--- src/i2c_mts_pkg.sv ---
// Types and constants shared by the I2C master transfer sequencer.
`timescale 1ns / 1ps

package i2c_mts_pkg;

   localparam int TICK_WIDTH = 16;
   localparam int TIMEOUT_WIDTH = 16;
   localparam int CMP_WIDTH = (TICK_WIDTH > TIMEOUT_WIDTH) ? TICK_WIDTH : TIMEOUT_WIDTH;
   localparam logic [TIMEOUT_WIDTH-1:0] TIMEOUT_RESET = TIMEOUT_WIDTH'(100);
   localparam logic [TICK_WIDTH-1:0] TICK_MAX = {TICK_WIDTH{1'b1}};

   localparam int REQ_DATA_WIDTH = 24;
   localparam int RSP_DATA_WIDTH = 32;

   // Sticky error bit positions
   localparam int ERR_ARB_BIT     = 0;
   localparam int ERR_BUS_BIT     = 1;
   localparam int ERR_TIMEOUT_BIT = 2;
   localparam int ERR_ADDR_BIT    = 3;
   localparam int ERR_DATA_BIT    = 4;

   localparam logic [7:0] READ_ERROR_BYTE = 8'hFF;

   typedef enum logic [1:0] {
      MODE_START = 2'd0,
      MODE_WRITE = 2'd1,
      MODE_READ  = 2'd2,
      MODE_TICK  = 2'd3
   } mode_type;

   typedef enum logic [2:0] {
      CMD_NONE      = 3'd0,
      CMD_STOP      = 3'd1,
      CMD_NACK      = 3'd2,
      CMD_NACK_STOP = 3'd3,
      CMD_ACK_RECV  = 3'd4,
      CMD_RECV_STOP = 3'd5
   } cmd_type;

   typedef struct packed {
      mode_type   mode;
      logic [6:0] slave_address;
      logic       is_read;
      logic [7:0] data_byte;
      logic       last_byte;
      logic       send_stop;
      logic       arb_lost;
      logic       bus_error;
      logic       got_nack;
      logic       read_ready;
   } req_type;

   typedef struct packed {
      logic [7:0] address_byte;
      cmd_type    bus_command;
      logic       retry_start;
      logic       start_done;
      logic       abort_transfer;
      logic [7:0] read_data;
      logic [4:0] error_flags;
   } rsp_type;

   // Handshake status passed from the result stage back to the input stage.
   typedef struct packed {
      logic fire;
      logic take;
   } flow_type;

endpackage

--- src/i2c_mts_in_stage.sv ---
// Input register stage of the I2C master sequencer.
`timescale 1ns / 1ps

module i2c_mts_in_stage (
   input  logic                   clock,
   input  logic                   reset,
   input  logic                   req_tvalid,
   output logic                   req_tready,
   input  i2c_mts_pkg::req_type   req_item,
   input  i2c_mts_pkg::flow_type  flow,
   output logic                   item_valid,
   output i2c_mts_pkg::req_type   item
);

   logic                 valid_ff, valid_in;
   i2c_mts_pkg::req_type data_ff, data_in;
   logic                 load;

   assign req_tready = !valid_ff || flow.take;
   assign load       = req_tvalid && req_tready;

   always_comb begin
      valid_in = valid_ff;
      data_in  = data_ff;
      if (load) begin
         valid_in = 1'b1;
         data_in  = req_item;
      end else if (flow.fire) begin
         valid_in = 1'b0;
      end
   end

   always_ff @(posedge clock) begin
      if (reset) begin
         valid_ff <= 1'b0;
      end else begin
         valid_ff <= valid_in;
      end
      data_ff <= data_in;
   end

   assign item_valid = valid_ff;
   assign item       = data_ff;

endmodule

--- src/i2c_mts_decide.sv ---
// Event decision logic and sequencer state of the I2C master.
`timescale 1ns / 1ps

module i2c_mts_decide (
   input  logic                                   clock,
   input  logic                                   reset,
   input  logic                                   csr_wr_en,
   input  logic [i2c_mts_pkg::TIMEOUT_WIDTH-1:0]  csr_wr_data,
   input  i2c_mts_pkg::req_type                   item,
   input  logic                                   item_fire,
   output i2c_mts_pkg::rsp_type                   result
);

   logic [i2c_mts_pkg::TIMEOUT_WIDTH-1:0] timeout_ff;
   logic [4:0]                            sticky_ff, sticky_in;
   logic                                  retrying_ff, retrying_in;
   logic [i2c_mts_pkg::TICK_WIDTH-1:0]    elapsed_ff, elapsed_in;
   logic [i2c_mts_pkg::TICK_WIDTH-1:0]    base_ticks;
   logic                                  fault;
   logic                                  stop;
   logic                                  timed_out;

   always_comb begin
      result      = '0;
      sticky_in   = sticky_ff;
      retrying_in = retrying_ff;
      elapsed_in  = elapsed_ff;
      stop        = 1'b0;
      fault       = item.arb_lost || item.bus_error;
      // A fresh start sequence restarts the tick count.
      base_ticks  = retrying_ff ? elapsed_ff : '0;
      timed_out   = i2c_mts_pkg::CMP_WIDTH'(base_ticks) >
                    i2c_mts_pkg::CMP_WIDTH'(timeout_ff);
      result.bus_command = i2c_mts_pkg::CMD_NONE;

      case (item.mode)
         i2c_mts_pkg::MODE_START: begin
            elapsed_in = base_ticks;
            result.address_byte = {item.slave_address, item.is_read};
            if (fault) begin
               sticky_in[i2c_mts_pkg::ERR_ARB_BIT] = sticky_ff[i2c_mts_pkg::ERR_ARB_BIT]
                                                     | item.arb_lost;
               sticky_in[i2c_mts_pkg::ERR_BUS_BIT] = sticky_ff[i2c_mts_pkg::ERR_BUS_BIT]
                                                     | item.bus_error;
               result.abort_transfer = 1'b1;
               result.bus_command    = i2c_mts_pkg::CMD_STOP;
               result.start_done     = 1'b1;
               retrying_in           = 1'b0;
            end else if (!item.got_nack) begin
               result.start_done = 1'b1;
               retrying_in       = 1'b0;
            end else if (!item.is_read) begin
               if (timed_out) begin
                  sticky_in[i2c_mts_pkg::ERR_TIMEOUT_BIT] = 1'b1;
                  result.bus_command = i2c_mts_pkg::CMD_STOP;
                  result.start_done  = 1'b1;
                  retrying_in        = 1'b0;
               end else begin
                  result.retry_start = 1'b1;
                  retrying_in        = 1'b1;
               end
            end else begin
               sticky_in[i2c_mts_pkg::ERR_ADDR_BIT] = 1'b1;
               result.bus_command = i2c_mts_pkg::CMD_STOP;
               result.start_done  = 1'b1;
               retrying_in        = 1'b0;
            end
         end
         i2c_mts_pkg::MODE_WRITE: begin
            retrying_in = 1'b0;
            if (fault) begin
               sticky_in[i2c_mts_pkg::ERR_ARB_BIT] = sticky_ff[i2c_mts_pkg::ERR_ARB_BIT]
                                                     | item.arb_lost;
               sticky_in[i2c_mts_pkg::ERR_BUS_BIT] = sticky_ff[i2c_mts_pkg::ERR_BUS_BIT]
                                                     | item.bus_error;
               stop = 1'b1;
            end else if (item.got_nack) begin
               sticky_in[i2c_mts_pkg::ERR_DATA_BIT] = 1'b1;
               stop = 1'b1;
            end
            // Error stop and final stop merge into one command.
            if (item.last_byte && item.send_stop) begin
               stop = 1'b1;
            end
            result.bus_command = stop ? i2c_mts_pkg::CMD_STOP : i2c_mts_pkg::CMD_NONE;
         end
         i2c_mts_pkg::MODE_READ: begin
            retrying_in = 1'b0;
            if (item.read_ready) begin
               result.read_data = item.data_byte;
               if (item.last_byte) begin
                  result.bus_command = item.send_stop ? i2c_mts_pkg::CMD_NACK_STOP
                                                      : i2c_mts_pkg::CMD_NACK;
               end else if (fault) begin
                  sticky_in[i2c_mts_pkg::ERR_ARB_BIT] = sticky_ff[i2c_mts_pkg::ERR_ARB_BIT]
                                                        | item.arb_lost;
                  sticky_in[i2c_mts_pkg::ERR_BUS_BIT] = sticky_ff[i2c_mts_pkg::ERR_BUS_BIT]
                                                        | item.bus_error;
                  result.bus_command = i2c_mts_pkg::CMD_RECV_STOP;
                  result.read_data   = i2c_mts_pkg::READ_ERROR_BYTE;
               end else begin
                  result.bus_command = i2c_mts_pkg::CMD_ACK_RECV;
               end
            end else begin
               sticky_in[i2c_mts_pkg::ERR_BUS_BIT] = 1'b1;
               result.bus_command = i2c_mts_pkg::CMD_STOP;
               result.read_data   = i2c_mts_pkg::READ_ERROR_BYTE;
            end
         end
         i2c_mts_pkg::MODE_TICK: begin
            // Saturate rather than wrap.
            if (elapsed_ff != i2c_mts_pkg::TICK_MAX) begin
               elapsed_in = elapsed_ff + 1'b1;
            end
         end
         default: begin
            elapsed_in = elapsed_ff;
         end
      endcase

      result.error_flags = sticky_in;
   end

   always_ff @(posedge clock) begin
      if (reset) begin
         timeout_ff  <= i2c_mts_pkg::TIMEOUT_RESET;
         sticky_ff   <= '0;
         retrying_ff <= 1'b0;
         elapsed_ff  <= '0;
      end else begin
         if (csr_wr_en) begin
            timeout_ff <= csr_wr_data;
         end
         if (item_fire) begin
            sticky_ff   <= sticky_in;
            retrying_ff <= retrying_in;
            elapsed_ff  <= elapsed_in;
         end
      end
   end

endmodule

--- src/i2c_mts_out_stage.sv ---
// Result register stage of the I2C master sequencer.
`timescale 1ns / 1ps

module i2c_mts_out_stage (
   input  logic                   clock,
   input  logic                   reset,
   input  logic                   item_valid,
   input  i2c_mts_pkg::rsp_type   result,
   output i2c_mts_pkg::flow_type  flow,
   output logic                   rsp_tvalid,
   input  logic                   rsp_tready,
   output i2c_mts_pkg::rsp_type   rsp_item
);

   logic                 valid_ff, valid_in;
   i2c_mts_pkg::rsp_type data_ff, data_in;
   logic                 take;

   assign take      = !valid_ff || rsp_tready;
   assign flow.take = take;
   assign flow.fire = item_valid && take;

   always_comb begin
      valid_in = valid_ff;
      data_in  = data_ff;
      if (flow.fire) begin
         valid_in = 1'b1;
         data_in  = result;
      end else if (rsp_tready) begin
         valid_in = 1'b0;
      end
   end

   always_ff @(posedge clock) begin
      if (reset) begin
         valid_ff <= 1'b0;
      end else begin
         valid_ff <= valid_in;
      end
      data_ff <= data_in;
   end

   assign rsp_tvalid = valid_ff;
   assign rsp_item   = data_ff;

endmodule

--- src/i2c_master_transfer_sequencer.sv ---
// Top level of the I2C master transfer sequencer.
`timescale 1ns / 1ps
//
//  Channel   Direction  Carries
//  req_*     in         one bus event: start, byte written, byte read, tick
//  rsp_*     out        one decision per event: address, command, marks, flags
//  csr_*     in         start timeout in ticks (write only)
//
//  The accepting edge loads the input register; the decision is then loaded
//  into the result register once the result side can take it. Throughput is one
//  request per cycle while the result side is not stalled; the decision path is
//  a few compares.
//  Reset clears sticky errors, retry state and tick count; timeout goes to 100.
//  A stalled result holds both stages; the input accepts again as soon as the
//  result register drains or is taken in the same cycle.

module i2c_master_transfer_sequencer (
   input  logic                                   clock,
   input  logic                                   reset,
   // Requests
   input  logic                                   req_tvalid,
   output logic                                   req_tready,
   // [6:0] slave_address, [7] is_read, [15:8] data_byte, [16] send_stop,
   // [17] arb_lost, [18] bus_error, [19] got_nack, [20] read_ready, rest zero
   input  logic [i2c_mts_pkg::REQ_DATA_WIDTH-1:0] req_tdata,
   // [1:0] mode
   input  logic [1:0]                             req_tuser,
   // last_byte
   input  logic                                   req_tlast,
   // Results
   output logic                                   rsp_tvalid,
   input  logic                                   rsp_tready,
   // [7:0] address_byte, [10:8] bus_command, [11] retry_start, [12] start_done,
   // [13] abort_transfer, [21:14] read_data, [26:22] error_flags, rest zero
   output logic [i2c_mts_pkg::RSP_DATA_WIDTH-1:0] rsp_tdata,
   // Configuration
   input  logic                                   csr_wr_en,
   input  logic [i2c_mts_pkg::TIMEOUT_WIDTH-1:0]  csr_wr_data
);

   i2c_mts_pkg::req_type  req_item;
   i2c_mts_pkg::req_type  item;
   i2c_mts_pkg::rsp_type  result;
   i2c_mts_pkg::rsp_type  rsp_item;
   i2c_mts_pkg::flow_type flow;
   logic                  item_valid;

   // Unpack the request bus into named fields.
   always_comb begin
      req_item.mode          = i2c_mts_pkg::mode_type'(req_tuser);
      req_item.slave_address = req_tdata[6:0];
      req_item.is_read       = req_tdata[7];
      req_item.data_byte     = req_tdata[15:8];
      req_item.last_byte     = req_tlast;
      req_item.send_stop     = req_tdata[16];
      req_item.arb_lost      = req_tdata[17];
      req_item.bus_error     = req_tdata[18];
      req_item.got_nack      = req_tdata[19];
      req_item.read_ready    = req_tdata[20];
   end

   i2c_mts_in_stage u_in_stage (
      .clock      (clock),
      .reset      (reset),
      .req_tvalid (req_tvalid),
      .req_tready (req_tready),
      .req_item   (req_item),
      .flow       (flow),
      .item_valid (item_valid),
      .item       (item)
   );

   // Advance sequencer state only when the decision lands in the result register.
   i2c_mts_decide u_decide (
      .clock       (clock),
      .reset       (reset),
      .csr_wr_en   (csr_wr_en),
      .csr_wr_data (csr_wr_data),
      .item        (item),
      .item_fire   (flow.fire),
      .result      (result)
   );

   i2c_mts_out_stage u_out_stage (
      .clock      (clock),
      .reset      (reset),
      .item_valid (item_valid),
      .result     (result),
      .flow       (flow),
      .rsp_tvalid (rsp_tvalid),
      .rsp_tready (rsp_tready),
      .rsp_item   (rsp_item)
   );

   // Pack the result; pad the upper bits with zeros.
   assign rsp_tdata = {5'd0,
                       rsp_item.error_flags,
                       rsp_item.read_data,
                       rsp_item.abort_transfer,
                       rsp_item.start_done,
                       rsp_item.retry_start,
                       rsp_item.bus_command,
                       rsp_item.address_byte};

endmodule

--- config.mk ---
export PLATFORM = sky130hd
export DESIGN_NAME = i2c_master_transfer_sequencer
export DESIGN_NICKNAME = d
export VERILOG_FILES = /design/src/i2c_mts_pkg.sv /design/src/i2c_mts_in_stage.sv /design/src/i2c_mts_decide.sv /design/src/i2c_mts_out_stage.sv /design/src/i2c_master_transfer_sequencer.sv
export SDC_FILE = /design/constraint.sdc
export NUM_CORES = 1
export LEC_CHECK = 0
export ABC_AREA = 1
export BUFFER_PORTS_ARGS = -buffer_cell sky130_fd_sc_hd__clkbuf_2
export CAP_MARGIN = 20
export CELL_PAD_IN_SITES_DETAIL_PLACEMENT = 2
export CELL_PAD_IN_SITES_GLOBAL_PLACEMENT = 2
export CORE_UTILIZATION = 36
export DETAILED_ROUTE_END_ITERATION = 7
export PLACE_DENSITY_LB_ADDON = 0.1
export SLEW_MARGIN = 0
export SYNTH_ARGS = -nofsm -noshare
export SYNTH_HDL_FRONTEND = slang
export SYNTH_SLANG_ARGS = --single-unit
--- constraint.sdc ---
create_clock -name clock -period 4.9 [get_ports clock]
set_input_delay 0.49 -clock clock [delete_from_list [all_inputs] [get_ports clock]]
set_output_delay 0.49 -clock clock [all_outputs]
set_load 0.1 [all_outputs]
* After elaboration in Yosys (flattened, before gate mapping)
Cells that the tools add are included.
Storage, ports and cells: register bits 91, input bits 48, output and inout bits 34
Cells by class: add/subtract/negate cells 1, order comparisons 1, equal/unequal tests 5, muxes and demuxes 48, bitwise gates (word level) 4, reduce and logical (&&, ||, !) cells 18
Operators by type and width (number):
- $mux W16 | 2
- $pmux W16 S2 | 1
- $mux W1 | 29
- $mux W8 | 3
- $add A16 B1 Y16 const B | 1
- $gt A16 B16 Y1 | 1
- $ne A16 B16 Y1 const B | 1
- $mux W3 | 4
- $mux W2 | 5
- $pmux W3 S3 | 1
- $reduce_bool A2 Y1 | 4
- $eq A2 B2 Y1 const B | 2
- $mux W4 | 1
- $pmux W2 S2 | 1
- $reduce_or A2 Y1 | 2
- $logic_and A1 B1 Y1 | 3
- $logic_or A1 B1 Y1 | 3
- $reduce_and A3 Y1 | 1
- $reduce_or A3 Y1 | 1
- $eq A2 B1 Y1 const B | 1
- $logic_not A1 Y1 | 2
- $logic_not A2 Y1 | 1
- $ne A2 B1 Y1 const B | 1
- $not A1 Y1 | 2
- 3 further kinds | 4

* Longest topological paths before layout
depth in word-level cells 7, depth in mapped cells 16

* Cells and area by module
From an unflattened synthesis, not the netlist that was laid out.
Unflattened totals: cells, all modules 492, area, all modules 4356.7 µm²
Modules (own cells, without submodules):
- i2c_mts_decide | times used 1, cells each 419, area an instance 2665.1 µm², sequential area each 760.7 µm²
- i2c_mts_out_stage | times used 1, cells each 35, area an instance 873.3 µm², sequential area each 830.8 µm²
- i2c_mts_in_stage | times used 1, cells each 32, area an instance 777.0 µm², sequential area each 740.7 µm²
- i2c_master_transfer_sequencer | times used 1, cells each 6, area an instance 41.3 µm², sequential area each 0.0 µm²

* Worst setup path after synthesis
OpenSTA, ideal clock, no wires.
path type register to register, start reg u_out_stage.valid_ff, in the netlist u_out_stage.rsp_tvalid, end reg u_in_stage.data_ff (netlist bit u_in_stage.item[0]), enable pin, library setup time 358 ps, data arrival time 2632 ps, required time 4542 ps, path slack 1910 ps, stages on the path, launching flop included 4, path buffers 0, period minus slack after synthesis 2990 ps, cell sequence dfxtp_1 -> nand3_1 -> nand2_1 -> inv_1
On the way: word-level cells in the longest chain between the ends 4
RTL lines:
- from (decl) | line i2c_mts_out_stage.sv:15 | logic valid_ff, valid_in;
- from (signal assigned) | line i2c_mts_out_stage.sv:38 | valid_ff <= valid_in;
- $logic_not A1 Y1 | line i2c_mts_out_stage.sv:19 | assign take = !valid_ff || rsp_tready;
- $logic_or A1 B1 Y1 | line i2c_mts_out_stage.sv:19
- $logic_or A1 B1 Y1 | line i2c_mts_in_stage.sv:19 | assign req_tready = !valid_ff || flow.take;
- named net req_tready | line i2c_master_transfer_sequencer.sv:22 | output logic req_tready,
- $logic_and A1 B1 Y1 | line i2c_mts_in_stage.sv:20 | assign load = req_tvalid && req_tready;
- named net u_in_stage.load | line i2c_mts_in_stage.sv:17 | logic load;
- to (signal assigned) | line i2c_mts_in_stage.sv:39 | data_ff <= data_in;
- to (decl) | line i2c_mts_in_stage.sv:16 | i2c_mts_pkg::req_type data_ff, data_in;
The timed path passes the listed nets, and every way through them passes these cells. A chain may end at the register's enable or synchronous reset.

* Worst setup path after layout
start reg u_in_stage.data_ff (netlist bit u_in_stage.item[23]), end reg u_decide.elapsed_ff[4] (netlist bit)
On the way: word-level cells in the longest chain between the ends 3, elaborated cells between the ends (all ways) 6, classes of those cells eq/ne (2); mux (1); reduce/logical (3)
RTL lines:
- $eq A2 B2 Y1 or $logic_not A2 Y1 (tied branches) | line i2c_mts_decide.sv:36 | case (item.mode)
- $ne A2 B1 Y1 (no source line) or $reduce_bool A2 Y1 (tied branches)
- $reduce_and A3 Y1 (no source line)
- to (signal assigned) | line i2c_mts_decide.sv:137 | elapsed_ff <= elapsed_in;
- to (decl) | line i2c_mts_decide.sv:17 | logic [i2c_mts_pkg::TICK_WIDTH-1:0] elapsed_ff, elapsed_in;
Several ways; a longest one is shown, not always the timed one.

==> results_dict.tcl <==
set metrics [dict create \
    die_x_um 113 \
    finalWeightedCongestion 0.752 \
    ys_ff_latch 91 \
    ff2ff_path_depth 7 \
    p_int_mw 1.29 \
    hold_violations 0 \
    synth_top_flop_cell "edfxtp_1" \
    rsz0062_at_grt "no" \
    layout_commonest_cell "nand2_1" \
    netSwitchingFraction_pct 28.9 \
    io_buffers 73 \
    synth_mux_area_share_pct 0 \
    wl_per_cell_um 17.0 \
    drv_slew 0 \
    finalCritPeriodShare_pct 56.4 \
    drt-total-wl_um 12200 \
    ys_seq_area_share_pct 53.0 \
    status "finished, final reports clean" \
    drt_iter0_drc 123 \
    worstSetupEndpointType "flip-flop" \
    drt_pass1_iterations 4 \
    most-common-layout-cells "94 x nand2_1, 73 x clkbuf_2, 71 x inv_1" \
    htreeDepth 3 \
    drtAntennaViolNets 0 \
    max_cap_violations 0 \
    antenna_found_initial 0 \
    critPathKind "flip-flop to flip-flop" \
    worst_pin_slew_ns 1.09 \
    synthTopCellsByArea "edfxtp_1 35%, dfxtp_1 18%, nand2_1 8.0%" \
    start_util_pct 36.8 \
    skew_ns 0.00807 \
    cts_tree "yes" \
    grt_pass1_wl_um 20100 \
    leakagePower_nw 2.34 \
    fmax_mhz 362 \
    grt_pass1_vias 4011 \
    core_mm2 0.0120 \
    dpl.hpwl_um 8920 \
    synth_top_family_by_area "simple AND/OR/NAND/NOR gates" \
    netlist.area_leader.share_pct 34.8 \
    holdWs_ns 0.312 \
    cts_buffer_depth 2 \
    synth_xor_area_share_pct 0.199 \
    vdd_drop_max_uv 193 \
    reg2reg_from "u_in_stage.item[23]" \
    synthArstFlopShare_pct 0 \
    cp.arrival_ns 3.04 \
    r2r_slack_ns 2.13 \
    rows 40 \
    grt_usage_pct 20.8 \
    nFillCells 1356 \
    grt_start_max_net_pins 31 \
    p_comb_share_pct 13.3 \
    holdPathStages 1 \
    path_max_fanout 19 \
    nets 637 \
    setup_viol 0 \
    p_switching_uw 526 \
    synth_cell_types 42 \
    clkTransAtPathRegs_ns 0.07 \
    critPathLaunchType "flip-flop" \
    route.detailed.drc 0 \
    pwr-share-clk_pct 39.4 \
    die_y_um 113 \
    post_cts_buffers 0 \
    synthSimpleGateAreaFrac_pct 19.1 \
    die-area_mm2 0.0127 \
    cts_resized 0 \
    synth-compound-area-share_pct 12.2 \
    clockRootBuffer "clkbuf_16" \
    reg2reg_to "u_decide.elapsed_ff[4]" \
    period_needed_ns 2.77 \
    maxSlewHeadroom_pct 27.5 \
    synth_edf_count 51 \
    min_from "req_tdata[14]" \
    hp-class "primary input to flip-flop" \
    ys_warn_count 0 \
    cts_made_buffers 9 \
    synth_fa_ha_area_share_pct 6.25 \
    area_growth_syn_to_layout_pct 17.1 \
    ioPinCount 82 \
    hold_buffers 0 \
    setup_tns_ns 0 \
    postSynthAreaPerCell_um2 8.82 \
    hold_end "u_in_stage.item[12]" \
    num_antenna_cells 0 \
    num_vias 3605 \
    synth_cells 499 \
    overflow 0 \
    synth.largest_area_cell "edfxtp_1" \
    required_ns 5.17 \
    synth_area_mm2 0.00440 \
    clock_sinks 91 \
    drive_gt1_share_pct 20.6 \
    vias_per_cell 5.01 \
    pwr_density_cell_mw_per_mm2 353 \
    p_seq_share_pct 47.3 \
    clk_latency_ns 0.35 \
]
-- per-stage QoR --
step | setup slack (ns) | instance area, um2 | instances | utilization [%] | power, mW
6_report | 2.13 | 5160 | 719 | 43.1 | 1.82
5_1_grt | 1.87 | 5160 | 719 | 43.1 | 1.89
4_1_cts | 2.10 | 5160 | 719 | 43.1 | 1.84
3_5_place_dp | 2.15 | 4860 | 703 | 40.6 | 1.12
3_3_place_gp | 2.25 | 4860 | 703 | 40.6 | 1.11
2_1_floorplan | 1.91 | 4420 | 503 | - | 1.06
-- kinds of logic after synthesis --
group | Yosys count
other cells | 1
buf+inv | 97
simple gates | 191
fa+ha+maj | 22
compound gates | 96
xor+xnor | 1
flops | 91
-- synth_stat cells (2+ instances only) --
cell type / instances
a21oi_1: 44
a21oi_2: 6
buf_2: 2
buf_4: 5
clkbuf_1: 11
dfxtp_1: 40
edfxtp_1: 51
ha_1: 22
inv_1: 71
inv_2: 4
nand2_1: 94
nand2_2: 7
nand3_1: 22
nand4_1: 4
nor2_1: 43
nor2_2: 3
nor3_1: 10
o21ai_0: 34
o21ai_1: 2
or2_2: 2
-- power by group through the flow --
stage	sequential [mW]	combinational [mW]	clock, mW
2_1_floorplan	0.962	0.100	0
5_1_grt	0.864	0.261	0.760
6_report	0.861	0.242	0.716
3_3_place_gp	0.875	0.235	0
3_5_place_dp	0.879	0.245	0
4_1_cts	0.862	0.246	0.738
-- cell type report --
type	instances	area [um2]	area share (%)
clock buffer	9	225	4.37
clock inverter	7	75.1	1.46
inverter	76	285	5.53
multi-input combinational	315	1680	32.6
sequential	91	2330	45.2
tap	147	184	3.57
timing repair buffer	74	373	7.23
-- worst max-delay path: stages (launching register included) --
cell	delay, ns
edfxtp_1	0.41
ha_1	0.68
inv_1	0.41
nand2_1	0.23
nand3_4	0.27
inv_2	0.35
nand3_1	0.13
a21oi_1	0.19
-- worst max path at each step --
stage,start,to,slack (ns),depth (start not counted)
after floorplan,u_out_stage.rsp_tvalid,u_in_stage.item[0],1.91,3
after detailed placement,u_in_stage.item[23],u_decide.elapsed_ff[14],2.15,8
after global routing,u_in_stage.item[23],u_decide.elapsed_ff[7],1.87,8
final,u_in_stage.item[23],u_decide.elapsed_ff[4],2.13,7
after global placement,u_in_stage.item[22],u_decide.elapsed_ff[7],2.25,8
after CTS,u_in_stage.item[23],u_decide.elapsed_ff[4],2.10,7
-- flip-flops by register name (all words and copies together), names as in the netlist --
name / flops
u_decide.retrying_ff: 1
u_decide.sticky_ff: 5
u_decide.timeout_ff: 16
u_out_stage.rsp_tvalid: 1
u_in_stage.item: 24
u_out_stage.rsp_item: 27
u_decide.elapsed_ff: 16
u_in_stage.item_valid: 1
-- per-layer routing --
| metal | share of wire [%] | track usage, % |
|---|---|---|
| met5 | 0 | 0 |
| met1 | 43 | 23.9 |
| met3 | 2.2 | 3.08 |
| met4 | 1.4 | 7.11 |
| met2 | 53 | 39.0 |
No activity file was read; power rests on OpenSTA's default activity.
